### config.mk
export PLATFORM = sky130hd
export DESIGN_NAME = dual_protocol_frame_receiver_top
export DESIGN_NICKNAME = d
export VERILOG_FILES = /design/src/hw/rtl/dpfr_pkg.sv /design/src/hw/rtl/dpfr_ctrl.sv /design/src/hw/rtl/dpfr_datapath.sv /design/src/hw/rtl/dual_protocol_frame_receiver_top.sv
export SDC_FILE = /design/constraint.sdc
export NUM_CORES = 1
export LEC_CHECK = 0
export ABC_AREA = 1
export BUFFER_PORTS_ARGS = -buffer_cell sky130_fd_sc_hd__buf_2
export CORE_MARGIN = 8
export CORE_UTILIZATION = 51
export CTS_CLUSTER_DIAMETER = 80
export DETAILED_ROUTE_END_ITERATION = 8
export GPL_TIMING_DRIVEN = 0
export PLACE_DENSITY = 0.65
export SLEW_MARGIN = 20
export SYNTH_ARGS = -nofsm -noshare
export SYNTH_HDL_FRONTEND = slang
export SYNTH_SLANG_ARGS = --single-unit
### constraint.sdc
create_clock -name clk_i -period 2.6 [get_ports clk_i]
set_input_delay 0.39 -clock clk_i [delete_from_list [all_inputs] [get_ports clk_i]]
set_output_delay 0.39 -clock clk_i [all_outputs]
set_load 0.01 [all_outputs]
### src/hw/rtl/dpfr_pkg.sv
// shared types and constants of the dual-protocol frame receiver
`timescale 1ns / 1ps

package dpfr_pkg;

  localparam int unsigned FRAME_BYTES_DEF = 19;
  localparam int unsigned PREAMBLE_LEN    = 3;

  localparam logic [23:0] PREAMBLE_WORD = 24'h550100;
  localparam logic [7:0]  PREAMBLE_B0   = 8'h55;
  localparam logic [7:0]  PREAMBLE_B1   = 8'h01;
  localparam logic [7:0]  PREAMBLE_B2   = 8'h00;

  localparam logic [7:0]  SINGLE_LO = 8'h30;
  localparam logic [7:0]  SINGLE_HI = 8'h37;
  localparam logic [7:0]  PAIR_HI   = 8'h3A;

  localparam logic [4:0]  SHORT_SIZE_ONE = 5'd1;
  localparam logic [4:0]  SHORT_SIZE_TWO = 5'd2;

  typedef enum logic [1:0] {
    EV_NONE,
    EV_SINGLE,
    EV_PAIR,
    EV_FRAME
  } dpfr_ev_e;

  typedef enum logic [1:0] {
    ST_IDLE,
    ST_SECOND,
    ST_FRAME_RD,
    ST_FRAME_LD
  } dpfr_state_e;

  typedef struct packed {
    logic take_item;
    logic load_single;
    logic load_first;
    logic load_second;
    logic load_frame;
    logic idx_clr;
    logic idx_inc;
  } dpfr_cmd_t;

  typedef struct packed {
    dpfr_ev_e ev;
    logic     out_free;
    logic     idx_last;
  } dpfr_status_t;

endpackage

### src/hw/rtl/dpfr_ctrl.sv
// controller state machine: item intake and emission sequencing
`timescale 1ns / 1ps

module dpfr_ctrl import dpfr_pkg::*; (
  input  logic         clk_i,
  input  logic         rst_ni,
  input  logic         in_valid_i,
  output logic         in_ready_o,
  input  dpfr_status_t status_i,
  output dpfr_cmd_t    cmd_o
);

  dpfr_state_e state_q, state_d;
  logic        take;

  always_ff @(posedge clk_i or negedge rst_ni) begin
    if (!rst_ni) begin
      state_q <= ST_IDLE;
    end else begin
      state_q <= state_d;
    end
  end

  assign take = in_valid_i && in_ready_o;

  always_comb begin
    state_d    = state_q;
    cmd_o      = '0;
    in_ready_o = 1'b0;
    unique case (state_q)
      ST_IDLE: begin
        // the output register must be free so a short message can load at once
        in_ready_o      = status_i.out_free;
        cmd_o.take_item = take;
        if (take) begin
          unique case (status_i.ev)
            EV_SINGLE: cmd_o.load_single = 1'b1;
            EV_PAIR: begin
              cmd_o.load_first = 1'b1;
              state_d          = ST_SECOND;
            end
            EV_FRAME: begin
              cmd_o.idx_clr = 1'b1;
              state_d       = ST_FRAME_RD;
            end
            default: ;
          endcase
        end
      end
      ST_SECOND: begin
        if (status_i.out_free) begin
          cmd_o.load_second = 1'b1;
          state_d           = ST_IDLE;
        end
      end
      ST_FRAME_RD: begin
        state_d = ST_FRAME_LD;
      end
      ST_FRAME_LD: begin
        if (status_i.out_free) begin
          cmd_o.load_frame = 1'b1;
          if (status_i.idx_last) begin
            state_d = ST_IDLE;
          end else begin
            cmd_o.idx_inc = 1'b1;
            state_d       = ST_FRAME_RD;
          end
        end
      end
      default: state_d = ST_IDLE;
    endcase
  end

  a_frame_starts_read: assert property (@(posedge clk_i) disable iff (!rst_ni)
    (take && status_i.ev == EV_FRAME) |=> state_q == ST_FRAME_RD)
    else $error("frame completion did not start emission");

  a_pair_goes_second: assert property (@(posedge clk_i) disable iff (!rst_ni)
    (take && status_i.ev == EV_PAIR) |=> state_q == ST_SECOND)
    else $error("two-byte message did not queue its second word");

  a_last_returns_idle: assert property (@(posedge clk_i) disable iff (!rst_ni)
    (cmd_o.load_frame && status_i.idx_last) |=> state_q == ST_IDLE)
    else $error("frame emission did not end on its last word");

endmodule

### src/hw/rtl/dpfr_datapath.sv
// datapath: sync window, frame memory, short-message state, output register
`timescale 1ns / 1ps

module dpfr_datapath import dpfr_pkg::*; #(
  parameter int unsigned FRAME_BYTES = FRAME_BYTES_DEF
) (
  input  logic         clk_i,
  input  logic         rst_ni,
  input  logic         cfg_wr_i,
  input  logic         cfg_data_i,
  input  logic [7:0]   rx_byte_i,
  input  logic         rx_parity_i,
  input  dpfr_cmd_t    cmd_i,
  output dpfr_status_t status_o,
  input  logic         out_ready_i,
  output logic         out_valid_o,
  output logic [7:0]   out_byte_o,
  output logic [4:0]   byte_index_o,
  output logic [4:0]   message_size_o,
  output logic         last_of_run_o
);

  localparam int unsigned IDXW = $clog2(FRAME_BYTES);

  logic            proto_q;
  logic [23:0]     win_q, win_d, win_shift;
  logic            coll_q, coll_d;
  logic [IDXW-1:0] fill_q, fill_d;
  logic            pend_q, pend_d;
  logic [7:0]      first_q, first_d;
  logic [7:0]      second_q;
  logic            mem_we;
  dpfr_ev_e        ev;

  logic [7:0]      mem_q [FRAME_BYTES];
  logic [7:0]      rd_data_q;
  logic [IDXW-1:0] idx_q;
  logic [7:0]      frame_byte;

  logic            out_valid_q;
  logic [7:0]      out_byte_q;
  logic [4:0]      out_idx_q, out_size_q;
  logic            out_last_q;
  logic            any_load;

  assign win_shift = {win_q[15:0], rx_byte_i};

  always_comb begin
    win_d   = win_q;
    coll_d  = coll_q;
    fill_d  = fill_q;
    pend_d  = pend_q;
    first_d = first_q;
    mem_we  = 1'b0;
    ev      = EV_NONE;
    if (proto_q) begin
      if (!coll_q) begin
        win_d = win_shift;
        if (win_shift == PREAMBLE_WORD) begin
          fill_d = IDXW'(PREAMBLE_LEN);
          coll_d = 1'b1;
        end
      end else begin
        mem_we = 1'b1;
        if (fill_q == IDXW'(FRAME_BYTES - 1)) begin
          coll_d = 1'b0;
          win_d  = '0;
          fill_d = '0;
          ev     = EV_FRAME;
        end else begin
          fill_d = fill_q + IDXW'(1);
        end
      end
    end else if (rx_parity_i != ^rx_byte_i) begin
      // parity error drops a partial message
      pend_d = 1'b0;
    end else if (!pend_q) begin
      if (rx_byte_i >= SINGLE_LO && rx_byte_i <= SINGLE_HI) begin
        first_d = rx_byte_i;
        ev      = EV_SINGLE;
      end else if (rx_byte_i > SINGLE_HI && rx_byte_i <= PAIR_HI) begin
        first_d = rx_byte_i;
        pend_d  = 1'b1;
      end
    end else begin
      pend_d = 1'b0;
      ev     = EV_PAIR;
    end
  end

  always_ff @(posedge clk_i or negedge rst_ni) begin
    if (!rst_ni) begin
      proto_q <= 1'b0;
      win_q   <= '0;
      coll_q  <= 1'b0;
      fill_q  <= '0;
      pend_q  <= 1'b0;
      first_q <= '0;
    end else begin
      if (cfg_wr_i) begin
        proto_q <= cfg_data_i;
      end
      if (cmd_i.take_item) begin
        win_q   <= win_d;
        coll_q  <= coll_d;
        fill_q  <= fill_d;
        pend_q  <= pend_d;
        first_q <= first_d;
      end
    end
  end

  always_ff @(posedge clk_i) begin
    if (cmd_i.take_item) begin
      second_q <= rx_byte_i;
    end
  end

  // frame memory: one write port while collecting, one registered read port
  always_ff @(posedge clk_i) begin
    if (cmd_i.take_item && mem_we) begin
      mem_q[fill_q] <= rx_byte_i;
    end
  end

  always_ff @(posedge clk_i) begin
    rd_data_q <= mem_q[idx_q];
  end

  always_ff @(posedge clk_i or negedge rst_ni) begin
    if (!rst_ni) begin
      idx_q <= '0;
    end else if (cmd_i.idx_clr) begin
      idx_q <= '0;
    end else if (cmd_i.idx_inc) begin
      idx_q <= idx_q + IDXW'(1);
    end
  end

  // preamble entries are never written, they come from constants
  always_comb begin
    if (idx_q == IDXW'(0)) begin
      frame_byte = PREAMBLE_B0;
    end else if (idx_q == IDXW'(1)) begin
      frame_byte = PREAMBLE_B1;
    end else if (idx_q == IDXW'(2)) begin
      frame_byte = PREAMBLE_B2;
    end else begin
      frame_byte = rd_data_q;
    end
  end

  assign any_load = cmd_i.load_single || cmd_i.load_first ||
                    cmd_i.load_second || cmd_i.load_frame;

  always_ff @(posedge clk_i or negedge rst_ni) begin
    if (!rst_ni) begin
      out_valid_q <= 1'b0;
    end else if (any_load) begin
      out_valid_q <= 1'b1;
    end else if (out_ready_i) begin
      out_valid_q <= 1'b0;
    end
  end

  always_ff @(posedge clk_i) begin
    if (cmd_i.load_single) begin
      out_byte_q <= rx_byte_i;
      out_idx_q  <= 5'd0;
      out_size_q <= SHORT_SIZE_ONE;
      out_last_q <= 1'b1;
    end else if (cmd_i.load_first) begin
      out_byte_q <= first_q;
      out_idx_q  <= 5'd0;
      out_size_q <= SHORT_SIZE_TWO;
      out_last_q <= 1'b0;
    end else if (cmd_i.load_second) begin
      out_byte_q <= second_q;
      out_idx_q  <= 5'd1;
      out_size_q <= SHORT_SIZE_TWO;
      out_last_q <= 1'b1;
    end else if (cmd_i.load_frame) begin
      out_byte_q <= frame_byte;
      out_idx_q  <= 5'(idx_q);
      out_size_q <= 5'(FRAME_BYTES);
      out_last_q <= (idx_q == IDXW'(FRAME_BYTES - 1));
    end
  end

  assign status_o.ev       = ev;
  assign status_o.out_free = !out_valid_q || out_ready_i;
  assign status_o.idx_last = (idx_q == IDXW'(FRAME_BYTES - 1));

  assign out_valid_o    = out_valid_q;
  assign out_byte_o     = out_byte_q;
  assign byte_index_o   = out_idx_q;
  assign message_size_o = out_size_q;
  assign last_of_run_o  = out_last_q;

  a_fill_past_preamble: assert property (@(posedge clk_i) disable iff (!rst_ni)
    coll_q |-> fill_q >= IDXW'(PREAMBLE_LEN))
    else $error("collecting with fill count inside the preamble");

  a_frame_resets_sync: assert property (@(posedge clk_i) disable iff (!rst_ni)
    (cmd_i.take_item && ev == EV_FRAME) |=> (!coll_q && win_q == '0 && fill_q == '0))
    else $error("frame completion left sync state behind");

  a_frame_mode_keeps_short: assert property (@(posedge clk_i) disable iff (!rst_ni)
    (cmd_i.take_item && proto_q) |=> ($stable(pend_q) && $stable(first_q)))
    else $error("frame-mode byte touched short-message state");

  a_frame_last_flag: assert property (@(posedge clk_i) disable iff (!rst_ni)
    (cmd_i.load_frame && status_o.idx_last) |=> (out_valid_q && out_last_q))
    else $error("last frame word not marked");

endmodule

### src/hw/rtl/dual_protocol_frame_receiver_top.sv
// top level of the dual-protocol frame receiver
//
//  channel   | direction | handshake                    | payload
//  s_axis    | in        | s_axis_tvalid / s_axis_tready | tdata: rx_byte, rx_parity
//  m_axis    | out       | m_axis_tvalid / m_axis_tready | tdata: out_byte, byte_index,
//            |           |                              | message_size; tlast: last_of_run
//  cfg       | in        | cfg_valid_i / cfg_ready_o    | cfg_data_i: protocol_select
//
// a short-mode word that completes a message loads the output register as it is taken
// a completed frame is sent as FRAME_BYTES words, each a frame memory read, then the
// output register load; input is held off meanwhile
// a result waiting in the output register holds off input; a new word is taken
// in the cycle that result leaves
// reset clears control state only; the frame memory is not cleared
`timescale 1ns / 1ps

module dual_protocol_frame_receiver_top import dpfr_pkg::*; #(
  parameter int unsigned FRAME_BYTES = FRAME_BYTES_DEF
) (
  input  logic        clk_i,
  input  logic        rst_ni,
  input  logic        cfg_valid_i,
  output logic        cfg_ready_o,
  input  logic        cfg_data_i,
  input  logic        s_axis_tvalid,
  output logic        s_axis_tready,
  input  logic [15:0] s_axis_tdata,   // [7:0] rx_byte, [8] rx_parity, [15:9] zero
  output logic        m_axis_tvalid,
  input  logic        m_axis_tready,
  output logic [23:0] m_axis_tdata,   // [7:0] out_byte, [12:8] byte_index,
                                      // [17:13] message_size, [23:18] zero
  output logic        m_axis_tlast
);

  dpfr_cmd_t    cmd;
  dpfr_status_t status;
  logic [7:0]   out_byte;
  logic [4:0]   byte_index;
  logic [4:0]   message_size;

  assign cfg_ready_o = 1'b1;

  dpfr_ctrl u_ctrl (
    .clk_i      (clk_i),
    .rst_ni     (rst_ni),
    .in_valid_i (s_axis_tvalid),
    .in_ready_o (s_axis_tready),
    .status_i   (status),
    .cmd_o      (cmd)
  );

  dpfr_datapath #(
    .FRAME_BYTES (FRAME_BYTES)
  ) u_datapath (
    .clk_i          (clk_i),
    .rst_ni         (rst_ni),
    .cfg_wr_i       (cfg_valid_i && cfg_ready_o),
    .cfg_data_i     (cfg_data_i),
    .rx_byte_i      (s_axis_tdata[7:0]),
    .rx_parity_i    (s_axis_tdata[8]),
    .cmd_i          (cmd),
    .status_o       (status),
    .out_ready_i    (m_axis_tready),
    .out_valid_o    (m_axis_tvalid),
    .out_byte_o     (out_byte),
    .byte_index_o   (byte_index),
    .message_size_o (message_size),
    .last_of_run_o  (m_axis_tlast)
  );

  assign m_axis_tdata = {6'd0, message_size, byte_index, out_byte};

endmodule

==> flow_summary.yaml <==
hold_path:
  holdCritPathClass: "input pin to asynchronous set/reset pin"
timing:
  timing.final.crit_period_ps: 2400
  timing.final.setup_violations: 0
  maxSlewViolCount: 0
  fin_ws_ps: 201
  worst_clock_skew_ps: 7.47
  min_period_over_period: 0.923
  final_hold_viol_count: 0
  final.hold.worst_slack_ps: 28.0
  setup_tns_ps: 0
  fmaxAchievable_mhz: 417
  tightest_slew_ps: 955
  max_slew_margin: 0.364
  rsz0062_at_grt: "false"
setup_path:
  crit_slowest_cell: "nor2_1"
  worstPathBufferInverterCount: 2
  reg2regPathDepth: 9
  worst_ep_required_time_ps: 2740
  cp-end-kind: "flop"
  cp.depth: 9
  crit_family: "simple AND/OR/NAND/NOR gates"
  criticalPathCategory: "flop to flop"
  r2r_setup_slack_ps: 200
  critical_path.reg2reg.startpoint: "u_ctrl.state_q[0]"
  worst-endpoint-arrival_ps: 2530
  worstPathMaxFanout: 8
  critical_path.max_stage_delay_ps: 650
  rr_endpoint: "u_datapath.mem_q[9][4]"
  worstSetupStartpointType: "flop"
  timing.critical_path.cells: "inv_2 > nand2_2 > nor2_4 > nand2_4 > nor2_4 > inv_2 > nor2_8 > nand2_1 > nor2_1"
synthesis:
  synth-seq-area-share: 0.649
  synth-compound-area-share: 0.111
  synth_fa_ha_area_frac: 0.0229
  ys_async_sr_fraction: 0.178
  synthesized_area_per_cell_sq_um: 10.8
  yosys_warnings: 0
  synth_xor_area_frac: 0.00534
  synth_top_flop_cell: "edfxtp_1"
  synth_top_family_by_area: "simple AND/OR/NAND/NOR gates"
  synth_simple_gate_area_share: 0.158
  synthDominantAreaCellType: "edfxtp_1"
  post_synth_instance_area_sq_um: 9850
  synthDominantCellAreaShare: 0.512
  yosys_register_bits: 225
  syn-instance-count: 909
  commonest_cells_in_the_netlist: "edfxtp_1 (168), nor2_1 (145), nand2_1 (135)"
  synth.distinct_cells: 36
  post-synth-top-count-cell: "edfxtp_1"
  post_synth_mux_area_share: 0
  synthTopCellsByArea: "edfxtp_1 (51%), dfrtp_1 (10%), nor2_1 (5.5%)"
  synth-edff-count: 168
global_route:
  grt_antenna_before_repair: 0
  grt_max_degree: 41
  grt_remaining_overflow: 0
  grt_first_pass_wirelength_mm: 36.1
  gr-usage-all-layers: 0.193
  first_global_vias: 6505
clock_tree:
  cts.repair_timing.setup_buffer_count: 0
  worst_setup_hold_path_clk_slew_ps: 60
  h-tree-depth: 1
  tritoncts.num_buffers: 24
  clkLatencyLatePin_ps: 510
  cts_buffer_depth: 3
  clkSinkCount: 225
  root_buffer: "clkbuf_16"
  cts_tree: "built"
  cts_hold_buffers: 0
power_and_ir_drop:
  ir_drop_uv: 551
  leakagePower_nw: 4.28
  power-per-cell-area_nw_per_um2: 1050
final_layout:
  final_area_sq_um: 11200
  antenna_cells: 0
  layoutNonFillerInstCount: 1258
  final.fill_count: 1606
  drive_above_1_share: 0.147
  seqCellArea_sq_um: 6390
  syn2layout_area_growth_pct: 13.8
  multi_input_comb_area_sq_um: 2960
  nNetsFinal: 1015
placed_design:
  pre_cts_ws_ps: -605
  dp.cells: 1214
  io_buffers: 33
  detailed_placement_wirelength_estimate_mm: 15.6
  gp_congestion: 0.867
  post_dp_cell_area_sq_um: 10400
flow_run:
  drv_cap: 0
die:
  core_area_sq_um: 19200
  row_count: 51
  die_h_um: 155
  width_of_the_chip_um: 155
  die_area_sq_um: 24000
  design.portCount: 50
  start_util: 0.513
detailed_routing:
  drt-vias-per-instance: 5.43
  routedWlPerCell_um: 18.5
  num_vias: 6828
  drtIter0Drc: 620
  number_of_nets_with_antenna_violations_after_routing: 0
  routed_wirelength_mm: 23.3
  detailedRoute.firstPassIterationCount: 5
  drc_violations_left: 0
run_status:
  status: "completed"
==> flip-flops by register name, summed over array words and instances, names as in the netlist <==
signal	flops
u_datapath.coll_q	1
u_datapath.proto_q	1
u_datapath.byte_index_o	5
u_datapath.first_q	8
u_datapath.win_q	16
u_datapath.rd_data_q	8
u_datapath.message_size_o	3
u_datapath.pend_q	1
u_datapath.out_valid_o	1
u_ctrl.state_q	2
u_datapath.idx_q	5
u_datapath.out_byte_o	8
u_datapath.fill_q	5
u_datapath.last_of_run_o	1
u_datapath.mem_q	152
u_datapath.second_q	8
==> cell families after synthesis <==
family | count (synthesis)
other | 2
XOR/XNOR | 6
adder cells (fa/ha/maj) | 18
flip-flops | 225
buffers and inverters | 114
AND/OR/NAND/NOR | 354
AO/OA/AOI/OAI | 190
==> worst max path at each step <==
stage | to | start
2_1_floorplan | u_datapath.out_byte_o[0] | s_axis_tdata[0]
3_3_place_gp | u_datapath.out_byte_o[3] | s_axis_tdata[3]
3_5_place_dp | u_datapath.out_byte_o[3] | s_axis_tdata[4]
4_1_cts | u_datapath.out_byte_o[6] | s_axis_tdata[5]
5_1_grt | u_datapath.mem_q[16][2] | u_ctrl.state_q[0]
6_report | u_datapath.mem_q[9][4] | u_ctrl.state_q[0]
==> routing by layer <==
layer	vias to the layer above	part of all wire	wire length (um)	global-route usage
met4	0	0.026	597	0.0574
li1	3268	-	-	-
met1	3269	0.44	10200	0.264
met2	239	0.46	10600	0.303
met3	52	0.080	1850	0.0469
met5	-	0	0	0
==> layout make-up <==
class,instances,share of cell area
timing repair buffer,33,0.0163
buffer,46,0.0247
sequential,225,0.570
clock inverter,7,0.00760
clock buffer,37,0.0644
tap,265,0.0296
inverter,68,0.0228
multi-input combinational,577,0.264
==> cell usage in the layout (no fill, tap or decap), types with 25 or more instances in the layout <==
cell type / synthesis / layout
edfxtp_1: 168 / 168
nor2_1: 145 / 144
nand2_1: 135 / 134
o21ai_0: 105 / 105
inv_1: 59 / 59
buf_2: 18 / 43
dfrtp_1: 40 / 40
nand3_1: 37 / 37
o22ai_1: 30 / 30
clkbuf_16: 0 / 25
==> report_power, final <==
| part | switching [mW] | internal, mW |
|---|---|---|
| clock | 1.33 | 2.10 |
| combinational | 2.52 | 1.19 |
| sequential | 0.247 | 4.41 |
| total | 4.10 | 7.70 |
==> per-stage QoR <==
stage / total power, mW / util
after floorplan: 7.14 / -
after global placement: 8.33 / 0.540
after detailed placement: 8.39 / 0.540
after CTS: 11.8 / 0.582
after global routing: 12.5 / 0.583
final: 11.8 / 0.583
==> repair_timing <==
item,4_1_cts,5_1_grt
pin swaps,0,0
hold endpoints to repair,0,0
endpoints found under the setup margin,8,24
resized for setup,4,6
Power figures use the tool's default switching activity.
